$ cat src/hw/rtl/pale_pkg.sv
// Shared types, codes and helpers for the positional array list engine.
package pale_pkg;

   localparam int CAPACITY_DEF = 64;
   localparam int TYPE_W       = 3;
   localparam int POS_W        = 7;
   localparam int VALUE_W      = 32;
   localparam int STATUS_W     = 3;
   localparam int INDEX_W      = 6;
   localparam int COUNT_W      = 7;

   typedef enum logic [TYPE_W-1:0] {
      REQ_CLEAR  = 3'd0,
      REQ_INSERT = 3'd1,
      REQ_DELETE = 3'd2,
      REQ_SEARCH = 3'd3,
      REQ_READ   = 3'd4
   } req_code_type;

   typedef enum logic [STATUS_W-1:0] {
      ST_OK       = 3'd0,
      ST_FULL     = 3'd1,
      ST_EMPTY    = 3'd2,
      ST_BADPOS   = 3'd3,
      ST_NOTFOUND = 3'd4
   } status_type;

   typedef struct packed {
      logic [TYPE_W-1:0]         req_type;
      logic [POS_W-1:0]          position;
      logic signed [VALUE_W-1:0] value;
   } req_payload_type;

   typedef struct packed {
      logic [STATUS_W-1:0]       status;
      logic [INDEX_W-1:0]        index;
      logic signed [VALUE_W-1:0] data;
      logic [COUNT_W-1:0]        count;
      logic                      last;
   } rsp_payload_type;

   function automatic rsp_payload_type make_rsp(
      input status_type                status,
      input logic [INDEX_W-1:0]        index,
      input logic signed [VALUE_W-1:0] data,
      input logic [COUNT_W-1:0]        count,
      input logic                      last
   );
      rsp_payload_type r;
      r.status = status;
      r.index  = index;
      r.data   = data;
      r.count  = count;
      r.last   = last;
      return r;
   endfunction

endpackage

$ cat src/hw/rtl/pale_stream_if.sv
// Valid/ready stream interface carrying one payload beat.
interface pale_stream_if #(
   parameter type payload_type = pale_pkg::req_payload_type
);
   logic        valid;
   logic        ready;
   payload_type payload;

   modport source (output valid, output payload, input ready);
   modport sink   (input valid, input payload, output ready);
endinterface

$ cat src/hw/rtl/pale_ram.sv
// Generic single-write, single-read RAM with registered read data.
module pale_ram #(
   parameter int WIDTH = 32,
   parameter int DEPTH = 64,
   localparam int AW   = (DEPTH > 1) ? $clog2(DEPTH) : 1
) (
   input  logic             clock,
   input  logic             wr_en,
   input  logic [AW-1:0]    wr_addr,
   input  logic [WIDTH-1:0] wr_data,
   input  logic [AW-1:0]    rd_addr,
   output logic [WIDTH-1:0] rd_data
);
   logic [WIDTH-1:0] mem_ff [DEPTH];
   logic [WIDTH-1:0] rd_data_ff;

   always_ff @(posedge clock) begin
      if (wr_en) begin
         mem_ff[wr_addr] <= wr_data;
      end
      rd_data_ff <= mem_ff[rd_addr];
   end

   assign rd_data = rd_data_ff;
endmodule

$ cat src/hw/rtl/positional_array_list_engine_unit.sv
// Top level of the positional array list engine: sequencer, list RAM and result register.
//
//   channel   dir   beat               accepted when
//   req_if    in    req_payload_type   req_if.valid && req_if.ready
//   rsp_if    out   rsp_payload_type   rsp_if.valid && rsp_if.ready
//
// Moves: every entry move or compare is a RAM read, then a write or
//   compare, since the list RAM has one read port with registered data.
// Reset: synchronous, clears count, sequencer and result valid; RAM holds junk.
// Stalls: req_if.ready is high only while idle; a finished result waits in the
//   output register, so the next request is taken while it is still pending.
//   A search stalls on a further match until the previous one has gone out.
module positional_array_list_engine_unit #(
   parameter int CAPACITY = pale_pkg::CAPACITY_DEF
) (
   input  logic          clock,
   input  logic          reset,
   pale_stream_if.sink   req_if,
   pale_stream_if.source rsp_if
);
   import pale_pkg::*;

   localparam int AW = (CAPACITY > 1) ? $clog2(CAPACITY) : 1;
   localparam logic [COUNT_W-1:0] CAP_COUNT = COUNT_W'(CAPACITY);
   localparam logic [COUNT_W-1:0] ONE       = COUNT_W'(1);

   typedef enum logic [10:0] {
      S_IDLE     = 11'b000_0000_0001,
      S_INS_RD   = 11'b000_0000_0010,
      S_INS_WR   = 11'b000_0000_0100,
      S_INS_PUT  = 11'b000_0000_1000,
      S_DEL_RD   = 11'b000_0001_0000,
      S_DEL_WR   = 11'b000_0010_0000,
      S_SRCH_RD  = 11'b000_0100_0000,
      S_SRCH_CMP = 11'b000_1000_0000,
      S_RD_ADDR  = 11'b001_0000_0000,
      S_RD_DATA  = 11'b010_0000_0000,
      S_EMIT     = 11'b100_0000_0000
   } state_type;

   // sequencer state
   state_type              state_ff, state_in;
   logic [COUNT_W-1:0]     count_ff, count_in;
   logic [COUNT_W-1:0]     iter_ff, iter_in;      // walking list index
   logic [POS_W-1:0]       pos_ff, pos_in;
   logic signed [VALUE_W-1:0] val_ff, val_in;
   logic                   pend_ff, pend_in;      // search: a match is held back
   logic [INDEX_W-1:0]     pend_idx_ff, pend_idx_in;
   rsp_payload_type        res_ff, res_in;        // final answer awaiting the output

   // output register
   logic                   rsp_valid_ff;
   rsp_payload_type        rsp_payload_ff;
   logic                   slot_free;
   logic                   load_out;
   rsp_payload_type        out_next;

   // list RAM
   logic                   ram_we;
   logic [AW-1:0]          ram_waddr;
   logic [VALUE_W-1:0]     ram_wdata;
   logic [AW-1:0]          ram_raddr;
   logic [VALUE_W-1:0]     ram_rdata;

   logic                   req_fire;
   logic                   hit;
   logic                   last_scan;
   logic [COUNT_W-1:0]     iter_dec;
   logic [COUNT_W-1:0]     iter_inc;

   pale_ram #(
      .WIDTH (VALUE_W),
      .DEPTH (CAPACITY)
   ) u_list_ram (
      .clock   (clock),
      .wr_en   (ram_we),
      .wr_addr (ram_waddr),
      .wr_data (ram_wdata),
      .rd_addr (ram_raddr),
      .rd_data (ram_rdata)
   );

   assign req_if.ready   = (state_ff == S_IDLE);
   assign req_fire       = req_if.valid && req_if.ready;
   assign slot_free      = !rsp_valid_ff || rsp_if.ready;
   assign rsp_if.valid   = rsp_valid_ff;
   assign rsp_if.payload = rsp_payload_ff;

   assign iter_dec  = iter_ff - ONE;
   assign iter_inc  = iter_ff + ONE;
   assign hit       = (ram_rdata == val_ff);
   assign last_scan = (iter_inc == count_ff);

   // read address: held steady in the compare state so the data stays put on a stall
   always_comb begin
      case (state_ff)
         S_INS_RD:   ram_raddr = iter_dec[AW-1:0];
         S_DEL_RD:   ram_raddr = iter_inc[AW-1:0];
         S_RD_ADDR:  ram_raddr = pos_ff[AW-1:0];
         default:    ram_raddr = iter_ff[AW-1:0];
      endcase
   end

   always_comb begin
      state_in    = state_ff;
      count_in    = count_ff;
      iter_in     = iter_ff;
      pos_in      = pos_ff;
      val_in      = val_ff;
      pend_in     = pend_ff;
      pend_idx_in = pend_idx_ff;
      res_in      = res_ff;
      ram_we      = 1'b0;
      ram_waddr   = iter_ff[AW-1:0];
      ram_wdata   = ram_rdata;
      load_out    = 1'b0;
      out_next    = res_ff;

      case (state_ff)
         S_IDLE: begin
            if (req_fire) begin
               pos_in  = req_if.payload.position;
               val_in  = req_if.payload.value;
               pend_in = 1'b0;
               case (req_if.payload.req_type)
                  REQ_CLEAR: begin
                     count_in = '0;
                     res_in   = make_rsp(ST_OK, '0, '0, '0, 1'b1);
                     state_in = S_EMIT;
                  end
                  REQ_INSERT: begin
                     state_in = S_EMIT;
                     if (count_ff >= CAP_COUNT) begin
                        res_in = make_rsp(ST_FULL, '0, '0, count_ff, 1'b1);
                     end else if (req_if.payload.position > count_ff) begin
                        res_in = make_rsp(ST_BADPOS, '0, '0, count_ff, 1'b1);
                     end else if (req_if.payload.position == count_ff) begin
                        state_in = S_INS_PUT;
                     end else begin
                        iter_in  = count_ff;
                        state_in = S_INS_RD;
                     end
                  end
                  REQ_DELETE: begin
                     state_in = S_EMIT;
                     if (count_ff == '0) begin
                        res_in = make_rsp(ST_EMPTY, '0, '0, count_ff, 1'b1);
                     end else if (req_if.payload.position >= count_ff) begin
                        res_in = make_rsp(ST_BADPOS, '0, '0, count_ff, 1'b1);
                     end else if ((req_if.payload.position + ONE) < count_ff) begin
                        iter_in  = req_if.payload.position;
                        state_in = S_DEL_RD;
                     end else begin
                        // deleting the tail entry: nothing to move
                        count_in = count_ff - ONE;
                        res_in   = make_rsp(ST_OK, '0, '0, count_ff - ONE, 1'b1);
                     end
                  end
                  REQ_SEARCH: begin
                     if (count_ff == '0) begin
                        res_in   = make_rsp(ST_EMPTY, '0, '0, count_ff, 1'b1);
                        state_in = S_EMIT;
                     end else begin
                        iter_in  = '0;
                        state_in = S_SRCH_RD;
                     end
                  end
                  REQ_READ: begin
                     state_in = S_EMIT;
                     if (count_ff == '0) begin
                        res_in = make_rsp(ST_EMPTY, '0, '0, count_ff, 1'b1);
                     end else if (req_if.payload.position >= count_ff) begin
                        res_in = make_rsp(ST_BADPOS, '0, '0, count_ff, 1'b1);
                     end else begin
                        state_in = S_RD_ADDR;
                     end
                  end
                  default: begin
                     // unknown request: dropped without an answer
                     state_in = S_IDLE;
                  end
               endcase
            end
         end

         S_INS_RD: state_in = S_INS_WR;

         S_INS_WR: begin
            // entry iter-1 moves up to iter
            ram_we   = 1'b1;
            iter_in  = iter_dec;
            state_in = (iter_dec == pos_ff) ? S_INS_PUT : S_INS_RD;
         end

         S_INS_PUT: begin
            ram_we    = 1'b1;
            ram_waddr = pos_ff[AW-1:0];
            ram_wdata = val_ff;
            count_in  = count_ff + ONE;
            res_in    = make_rsp(ST_OK, '0, '0, count_ff + ONE, 1'b1);
            state_in  = S_EMIT;
         end

         S_DEL_RD: state_in = S_DEL_WR;

         S_DEL_WR: begin
            // entry iter+1 moves down to iter
            ram_we  = 1'b1;
            iter_in = iter_inc;
            if ((iter_inc + ONE) < count_ff) begin
               state_in = S_DEL_RD;
            end else begin
               count_in = count_ff - ONE;
               res_in   = make_rsp(ST_OK, '0, '0, count_ff - ONE, 1'b1);
               state_in = S_EMIT;
            end
         end

         S_SRCH_RD: state_in = S_SRCH_CMP;

         S_SRCH_CMP: begin
            // a new match releases the held one, which then cannot be the last
            if (!(hit && pend_ff && !slot_free)) begin
               if (hit && pend_ff) begin
                  load_out = 1'b1;
                  out_next = make_rsp(ST_OK, pend_idx_ff, '0, count_ff, 1'b0);
               end
               if (last_scan) begin
                  state_in = S_EMIT;
                  if (hit) begin
                     res_in = make_rsp(ST_OK, iter_ff[INDEX_W-1:0], '0, count_ff, 1'b1);
                  end else if (pend_ff) begin
                     res_in = make_rsp(ST_OK, pend_idx_ff, '0, count_ff, 1'b1);
                  end else begin
                     res_in = make_rsp(ST_NOTFOUND, '0, '0, count_ff, 1'b1);
                  end
               end else begin
                  if (hit) begin
                     pend_in     = 1'b1;
                     pend_idx_in = iter_ff[INDEX_W-1:0];
                  end
                  iter_in  = iter_inc;
                  state_in = S_SRCH_RD;
               end
            end
         end

         S_RD_ADDR: state_in = S_RD_DATA;

         S_RD_DATA: begin
            res_in   = make_rsp(ST_OK, pos_ff[INDEX_W-1:0], ram_rdata, count_ff, 1'b1);
            state_in = S_EMIT;
         end

         S_EMIT: begin
            if (slot_free) begin
               load_out = 1'b1;
               out_next = res_ff;
               state_in = S_IDLE;
            end
         end

         default: state_in = S_IDLE;
      endcase
   end

   always_ff @(posedge clock) begin
      if (reset) begin
         state_ff     <= S_IDLE;
         count_ff     <= '0;
         pend_ff      <= 1'b0;
         rsp_valid_ff <= 1'b0;
      end else begin
         state_ff <= state_in;
         count_ff <= count_in;
         pend_ff  <= pend_in;
         if (load_out) begin
            rsp_valid_ff <= 1'b1;
         end else if (rsp_if.ready) begin
            rsp_valid_ff <= 1'b0;
         end
      end
   end

   always_ff @(posedge clock) begin
      iter_ff     <= iter_in;
      pos_ff      <= pos_in;
      val_ff      <= val_in;
      pend_idx_ff <= pend_idx_in;
      res_ff      <= res_in;
      if (load_out) begin
         rsp_payload_ff <= out_next;
      end
   end

   // the list never grows past its capacity
   a_count_bound: assert property (@(posedge clock) disable iff (reset)
      count_ff <= CAP_COUNT)
      else $error("entry count above capacity");

   // a clear leaves the list empty
   a_clear_empties: assert property (@(posedge clock) disable iff (reset)
      req_fire && (req_if.payload.req_type == REQ_CLEAR) |=> count_ff == '0)
      else $error("clear did not empty the list");

   // the final insert step grows the list by exactly one
   a_insert_grows: assert property (@(posedge clock) disable iff (reset)
      state_ff == S_INS_PUT |=> count_ff == $past(count_ff) + ONE)
      else $error("insert did not bump the count");

   // a match released mid-search is never marked final
   a_search_not_last: assert property (@(posedge clock) disable iff (reset)
      load_out && (state_ff == S_SRCH_CMP) |=> rsp_valid_ff && !rsp_payload_ff.last)
      else $error("intermediate search beat marked last");

   // no RAM write while idle or sending an answer
   a_quiet_ram: assert property (@(posedge clock) disable iff (reset)
      (state_ff == S_IDLE) || (state_ff == S_EMIT) |-> !ram_we)
      else $error("list RAM written outside a move");

endmodule

$ cat src/flat_wrapper.sv
// flat-port wrapper written by rule: the top's interface ports become plain ports
module positional_array_list_engine_unit_flat import pale_pkg::*;
#(
   parameter int CAPACITY = pale_pkg::CAPACITY_DEF
)
  (clock, reset, req_if_valid, req_if_payload, req_if_ready, rsp_if_valid, rsp_if_payload, rsp_if_ready);
  pale_stream_if #(.payload_type(req_payload_type)) req_if_i ();
  pale_stream_if #(.payload_type(rsp_payload_type)) rsp_if_i ();
  input  logic clock;
  input  logic reset;
  input wire logic [$bits(req_if_i.valid)-1:0] req_if_valid;
  input wire logic [$bits(req_if_i.payload)-1:0] req_if_payload;
  output wire logic [$bits(req_if_i.ready)-1:0] req_if_ready;
  output wire logic [$bits(rsp_if_i.valid)-1:0] rsp_if_valid;
  output wire logic [$bits(rsp_if_i.payload)-1:0] rsp_if_payload;
  input wire logic [$bits(rsp_if_i.ready)-1:0] rsp_if_ready;
  assign req_if_i.valid = req_if_valid;
  assign req_if_i.payload = req_if_payload;
  assign req_if_ready = req_if_i.ready;
  assign rsp_if_valid = rsp_if_i.valid;
  assign rsp_if_payload = rsp_if_i.payload;
  assign rsp_if_i.ready = rsp_if_ready;
  positional_array_list_engine_unit #(.CAPACITY(CAPACITY)) u_core (.clock(clock), .reset(reset), .req_if(req_if_i), .rsp_if(rsp_if_i));
endmodule
$ cat config.mk
export PLATFORM = sky130hd
export DESIGN_NAME = positional_array_list_engine_unit_flat
export DESIGN_NICKNAME = d
export VERILOG_FILES = /design/src/hw/rtl/pale_pkg.sv /design/src/hw/rtl/pale_stream_if.sv /design/src/hw/rtl/pale_ram.sv /design/src/hw/rtl/positional_array_list_engine_unit.sv /design/src/flat_wrapper.sv
export SDC_FILE = /design/constraint.sdc
export NUM_CORES = 2
export LEC_CHECK = 0
export ABC_CLOCK_PERIOD_IN_PS = 15000
export BUFFER_PORTS_ARGS = -buffer_cell sky130_fd_sc_hd__buf_4
export CORE_UTILIZATION = 65
export CTS_BUF_LIST = sky130_fd_sc_hd__clkbuf_16
export DETAILED_ROUTE_END_ITERATION = 16
export GPL_ROUTABILITY_DRIVEN = 0
export PLACE_DENSITY = 0.82
export SLEW_MARGIN = 15
export SYNTH_ARGS = -nofsm -noshare
export SYNTH_HDL_FRONTEND = slang
export SYNTH_HIERARCHICAL = 1
export SYNTH_SLANG_ARGS = --single-unit
$ cat constraint.sdc
create_clock -name clock -period 15 [get_ports clock]
set_input_delay 0.75 -clock clock [delete_from_list [all_inputs] [get_ports clock]]
set_output_delay 0.75 -clock clock [all_outputs]
set_load 0.005 [all_outputs]
Word-level counts from Yosys, hierarchy flattened
Memory sizes are Yosys's and may differ from the RTL's. A register that Yosys moved wholly into a read port is not among the register bits. Cells that the tools add are included.

$add $sub $neg: 6. Magnitude comparators: 5. Reduce and logical (&&, ||, !) cells: 22. Mux-type cells: 72. Bitwise logic cells: 2. Eq/ne operators: 41.

Operators by type and width (number): $mux W49 (17); $pmux W49 S5 (2); $mux W11 (13); $pmux W11 S10 (1); $mux W7 (15); $pmux W11 S5 (1); $pmux W7 S3 (2); $eq A32 B32 Y1 (1); $mux W32 (1); $ne A3 B3 Y1 const B (10); $add A7 B1 Y7 const B (4); $pmux W7 S4 (1); $eq A7 B7 Y1 (3); $pmux W6 S3 (1); $lt A7 B7 Y1 (2); $pmux W7 S2 (1); $sub A7 B1 Y7 const B (2); $mux W1 (12); $ne A4 B4 Y1 const B (3); $reduce_and A12 Y1 (1); $eq A11 B1 Y1 const B (1); $eq A11 B10 Y1 const B (1); $eq A11 B11 Y1 const B (1); $eq A11 B2 Y1 const B (1); other kinds (38) (51).

Logic and storage cells: 167. Register bits after elaboration: 170. Memories kept: 1. Input port bits: 46. Output and inout bits: 51. Memory bits (writable): 2048.

Memories: u_core.u_list_ram.mem_ff (words 64, width 32, read ports 1, clocked after Yosys merged registers in 1, wr ports 1, line pale_ram.sv:14) `logic [WIDTH-1:0] mem_ff [DEPTH];`.

Logic depth before layout (Yosys ltp)
Word-level depth: 8. Gate-level depth with buffers: 18. Mapped depth without buffers: 14.

Cells and area by module
The synthesis kept the hierarchy.

Modules (own cells, without submodules): pale_ram (area an instance 79039.6 um^2, sequential area each 62139.6 um^2, cells an instance 3511, times used 1); positional_array_list_engine_unit (area an instance 9381.5 um^2, sequential area each 4874.7 um^2, cells an instance 901, times used 1).

Worst setup path after synthesis
OpenSTA, ideal clock, no wires.

Kind: register to register. From: register u_core.iter_ff[0]. To: register u_core.state_ff[10]. Data arrival time: 6.036 ns. Required time: 14.930 ns. Stages on the path, launching flop included: 17. Period minus slack after synthesis: 6.106 ns. Library setup time: 0.070 ns. Path slack: 8.894 ns. Buffers on the path: 2. Cell sequence: edfxtp_1 -> buf_2 -> inv_1 -> ha_1 -> clkbuf_1 -> a22o_1 -> a32oi_1 -> nor2_1 -> xor2_1 -> ha_1 -> o21a_1 -> o21ai_0 -> a21oi_1 -> nor3_1 -> a31o_2 -> a2111oi_2 -> o21ba_2.

Cells in the longest elaborated chain, start to end: 5. Elaborated cells between the ends (all ways): 8. Those cells by class: 2 x add/sub; 1 x order compare; 1 x eq/ne; 4 x mux.

RTL lines: start: declaration (line positional_array_list_engine_unit.sv:44) `logic [COUNT_W-1:0] iter_ff, iter_in;`; start signal: assignment (line positional_array_list_engine_unit.sv:286) `iter_ff <= iter_in;`; $add A7 B1 Y7 * (line positional_array_list_engine_unit.sv:90) `assign iter_inc = iter_ff + ONE;`; $add A7 B1 Y7 / $eq A7 B7 Y1 (equally long branches) (line positional_array_list_engine_unit.sv:210, positional_array_list_engine_unit.sv:92); $lt A7 B7 Y1 / $mux W11 (equally long branches) (line positional_array_list_engine_unit.sv:210, positional_array_list_engine_unit.sv:228); $mux W11, on equally long branches (line positional_array_list_engine_unit.sv:210, positional_array_list_engine_unit.sv:223); $pmux W11 S10 * (line positional_array_list_engine_unit.sv:119) `case (state_ff)`; end signal: assignment (line positional_array_list_engine_unit.sv:274) `state_ff <= state_in;`; end: declaration (line positional_array_list_engine_unit.sv:42) `state_type state_ff, state_in;`.

Every way passes the cells marked *; elsewhere a longest branch is shown, timed or not. The select of a mux whose other input is x is not followed. A chain may end at the register's enable or synchronous reset.

Worst setup path in the final report
From: register u_core.state_ff[0]. To: register u_core.u_list_ram.rd_data_ff[3], in the netlist u_core/u_list_ram/rd_data[3], read port of u_core.u_list_ram.mem_ff.

Cells in the longest elaborated chain, start to end: 2. Elaborated cells between the ends (all ways): 4. Those cells by class: 3 x eq/ne; 1 x mux.

RTL lines: $eq A11 B9 Y1, or another cell as far along (line positional_array_list_engine_unit.sv:96) `case (state_ff)`; $pmux W6 S3 * (line positional_array_list_engine_unit.sv:96); named net u_core.ram_raddr[0] (line positional_array_list_engine_unit.sv:62) `logic [AW-1:0] ram_raddr;`; end: declaration (line pale_ram.sv:15) `logic [WIDTH-1:0] rd_data_ff;`.

The timed path passes the listed nets; every way through them passes the cells marked *.

==> results.sh <==
export IMPL_drive_above_1_share_pct=23.57
export IMPL_grt_util_all_layers_pct=36.24
export IMPL_synth_top_cell_area_share_pct=74.61
export IMPL_synth_fa_ha_area_share_pct=0.3962
export IMPL_place_ws_ps=8388
export IMPL_grt_ovfl_total=0
export IMPL_seq_area_frac_synth_pct=75.79
export IMPL_reg2reg_depth=14
export IMPL_crit_path_start_kind="register"
export IMPL_regToRegSetupSlack_ps=8340
export IMPL_holdCritStartpoint="req_if_payload[21]"
export IMPL_yosysMostFrequentCell="edfxtp_1"
export IMPL_synth_compound_area_share_pct=4.067
export IMPL_hold_viol_final=0
export IMPL_reg2reg_to="u_core/u_list_ram/rd_data[3]"
export IMPL_antenna_found_initial=11
export IMPL_grt_pass1_wl_um=345600
export IMPL_placed_cells=6170
export IMPL_cap_violations=0
export IMPL_path_class="register to register"
export IMPL_die_w_um=370.8
export IMPL_cts_resized=0
export IMPL_dr_total_vias=48314
export IMPL_power_density_nw_per_um2=129.0
export IMPL_crit_required_ps=15720
export IMPL_ys_async_sr_fraction_pct=0
export IMPL_core_um2=134100
export IMPL_worst_setup_path_end_kind="register"
export IMPL_synthXorXnorAreaFrac_pct=0.7188
export IMPL_start_util_pct=65.92
export IMPL_synth_largest_area_cell="edfxtp_1"
export IMPL_wl_per_cell_um=37.40
export IMPL_setup_viol=0
export IMPL_worst_pin_slew_ps=1264
export IMPL_clk_latency_ps=860
export IMPL_clock_sinks=2249
export IMPL_rsz0062_at_grt="false"
export IMPL_nets=4684
export IMPL_rr_startpoint="u_core/state_ff[0]"
export IMPL_fmax_mhz=150.1
export IMPL_htreeDepth=4
export IMPL_setup_slack_ps=8336
export IMPL_worstPathArrival_ps=7380
export IMPL_setup_tns_ps=0
export IMPL_rows=134
export IMPL_routed_wl_um=245000
export IMPL_hold_path_end="u_core/val_ff[21]"
export IMPL_drt_iter0_markers=9188
export IMPL_path_clk_slew_ps=60
export IMPL_route_detailed_drc=0
export IMPL_n_fill_cell=7107
export IMPL_yosysWarningCount=6
export IMPL_hold_buffers=0
export IMPL_ant_nets=0
export IMPL_synth_flop_cell="edfxtp_1"
export IMPL_first_pass_iters=7
export IMPL_synthTopCellsByArea="edfxtp_1, mux4_2, mux2i_1, dfxtp_1, a22oi_1"
export IMPL_clock_skew_ps=40.55
export IMPL_cts_root_buf="clkbuf_16"
export IMPL_synth_top_family_by_area="multiplexers"
export IMPL_final_cells=6552
export IMPL_slew_headroom_pct=14.81
export IMPL_synthMuxAreaShare_pct=13.70
export IMPL_grt_max_degree=110
export IMPL_die_area_um2=137500
export IMPL_synthesis_nets=4486
export IMPL_synth_enable_flop_cells=2197
export IMPL_area_growth_pct=10.98
export IMPL_synth_common_cells="edfxtp_1, mux4_2, mux2i_1, nand2_1, nor2_1"
export IMPL_min_period_ps=6664
export IMPL_outcome="completed"
export IMPL_post_route_period_util_pct=44.43
export IMPL_slew_violations=0
export IMPL_p_leak_nw=31.70
export IMPL_synth_area_per_cell_um2=20.04
export IMPL_ioPinCount=97
export IMPL_hold_path_depth=1
export IMPL_post_cts_repair_setup_buffers=0
export IMPL_hp_class="input pin to register"
export IMPL_dpl_hpwl_um=129800
export IMPL_max_vdd_ir_drop_mv=0.1222
export IMPL_syn_cell_area_um2=88420
export IMPL_io_buffers=96
export IMPL_viasPerCell=7.374
export IMPL_clockBufferDepth=3
export IMPL_crit_slowest_cell="buf_4"
export IMPL_ys_seq_elements=2249
export IMPL_path_cells="nor4_4, nand3_1, or4b_1, a21oi_1, a21oi_1, o21ai_4, buf_4, buf_12, buf_4, mux4_2, nor2b_1, a211oi_1, o21ai_0, and3_1"
export IMPL_cts_buffers=206
export IMPL_die_height_um=370.8
export IMPL_syn_instance_count=4412
export IMPL_critPathMaxFanout=106
export IMPL_cp_slowest_stage_delay_ps=880
export IMPL_cts_tree="done"
export IMPL_synth_simple_area_share_pct=3.529
export IMPL_grt_pass1_vias=48344
export IMPL_ys_types=85
cell usage in the layout (no fill, tap or decap), types with 41 or more instances in the layout:
master / count
a22oi_1: 131
a21oi_1: 57
nand2_1: 145
dfxtp_1: 52
o22ai_1: 49
edfxtp_1: 2197
buf_4: 240
mux2i_1: 192
clkinv_2: 41
nor2_1: 82
clkbuf_16: 210
mux4_2: 446
o21ai_0: 60
xor2_1: 43
nand3_1: 65
nor2_4: 66
inv_1: 72
and2_1: 72
clkinv_1: 51
through the flow:
stage,utilization [%],area (µm²),hold slack (ps),total power [W]
floorplan,-,88420,420.6,0.007492
global placement,68.38,91710,501.7,0.007717
detailed placement,68.38,91710,508.8,0.007738
CTS,73.13,98090,38.44,0.01265
global route,73.16,98120,64.47,0.01290
finish,73.16,98130,80.03,0.01266
state kept, by name (all words and copies together) (netlist names):
signal                     flops
u_core/iter_ff                 7
u_core/pend_idx_ff             6
u_core/u_list_ram/mem_ff    2048
u_core/pos_ff                  7
u_core/rsp_if.valid            1
u_core/u_list_ram/rd_data     32
u_core/count_ff                7
u_core/rsp_if.payload         49
u_core/state_ff               11
u_core/res_ff                 48
u_core/pend_ff                 1
u_core/val_ff                 32
how the worst max path moves through the flow:
stage	end	from
floorplan	u_core/state_ff[10]	u_core/iter_ff[0]
global placement	u_core/u_list_ram/rd_data[3]	u_core/state_ff[0]
detailed placement	u_core/u_list_ram/rd_data[3]	u_core/state_ff[0]
CTS	u_core/u_list_ram/rd_data[3]	u_core/state_ff[0]
global route	u_core/u_list_ram/rd_data[3]	u_core/state_ff[0]
finish	u_core/u_list_ram/rd_data[3]	u_core/state_ff[0]
power by group:
part	internal, W	switching (W)
registers	0.00700	0.0000509
clock network	0.00273	0.00229
logic	0.000171	0.000420
logic make-up after synthesis:
group	count (synthesis)
AO/OA/AOI/OAI	503
adder cells (fa/ha/maj)	28
multiplexers	651
XOR/XNOR	71
buffers and inverters	280
AND/OR/NAND/NOR	630
flip-flops	2249
critical path: cells and delay by family (launching register included):
kind / cells / cell delay, ps
AO/OA/AOI/OAI: 5 / 1210
AND/OR/NAND/NOR: 5 / 1790
buffers and inverters: 3 / 2360
multiplexers: 1 / 590
flip-flops: 1 / 380
per-layer routing:
layer / global-route usage [%] / up-vias / wire length, µm
li1: - / 18602 / -
met1: 47.51 / 24205 / 78500
met2: 54.89 / 4633 / 111900
met3: 11.67 / 864 / 39110
met4: 19.06 / 10 / 15440
met5: 0 / - / 84
area by class of cell:
type	count	area [µm²]	share of cell area, %
Tap cell	1768	2212	2.254
Timing Repair Buffer	244	1882	1.918
Inverter	26	97.59	0.09945
Multi-Input combinational cell	1883	20540	20.93
Clock buffer	210	5255	5.355
Sequential cell	2249	67010	68.29
Clock inverter	169	1125	1.146
Antenna cell	3	7.507	0.007650
Note: power is estimated with default switching activity, not from simulation.
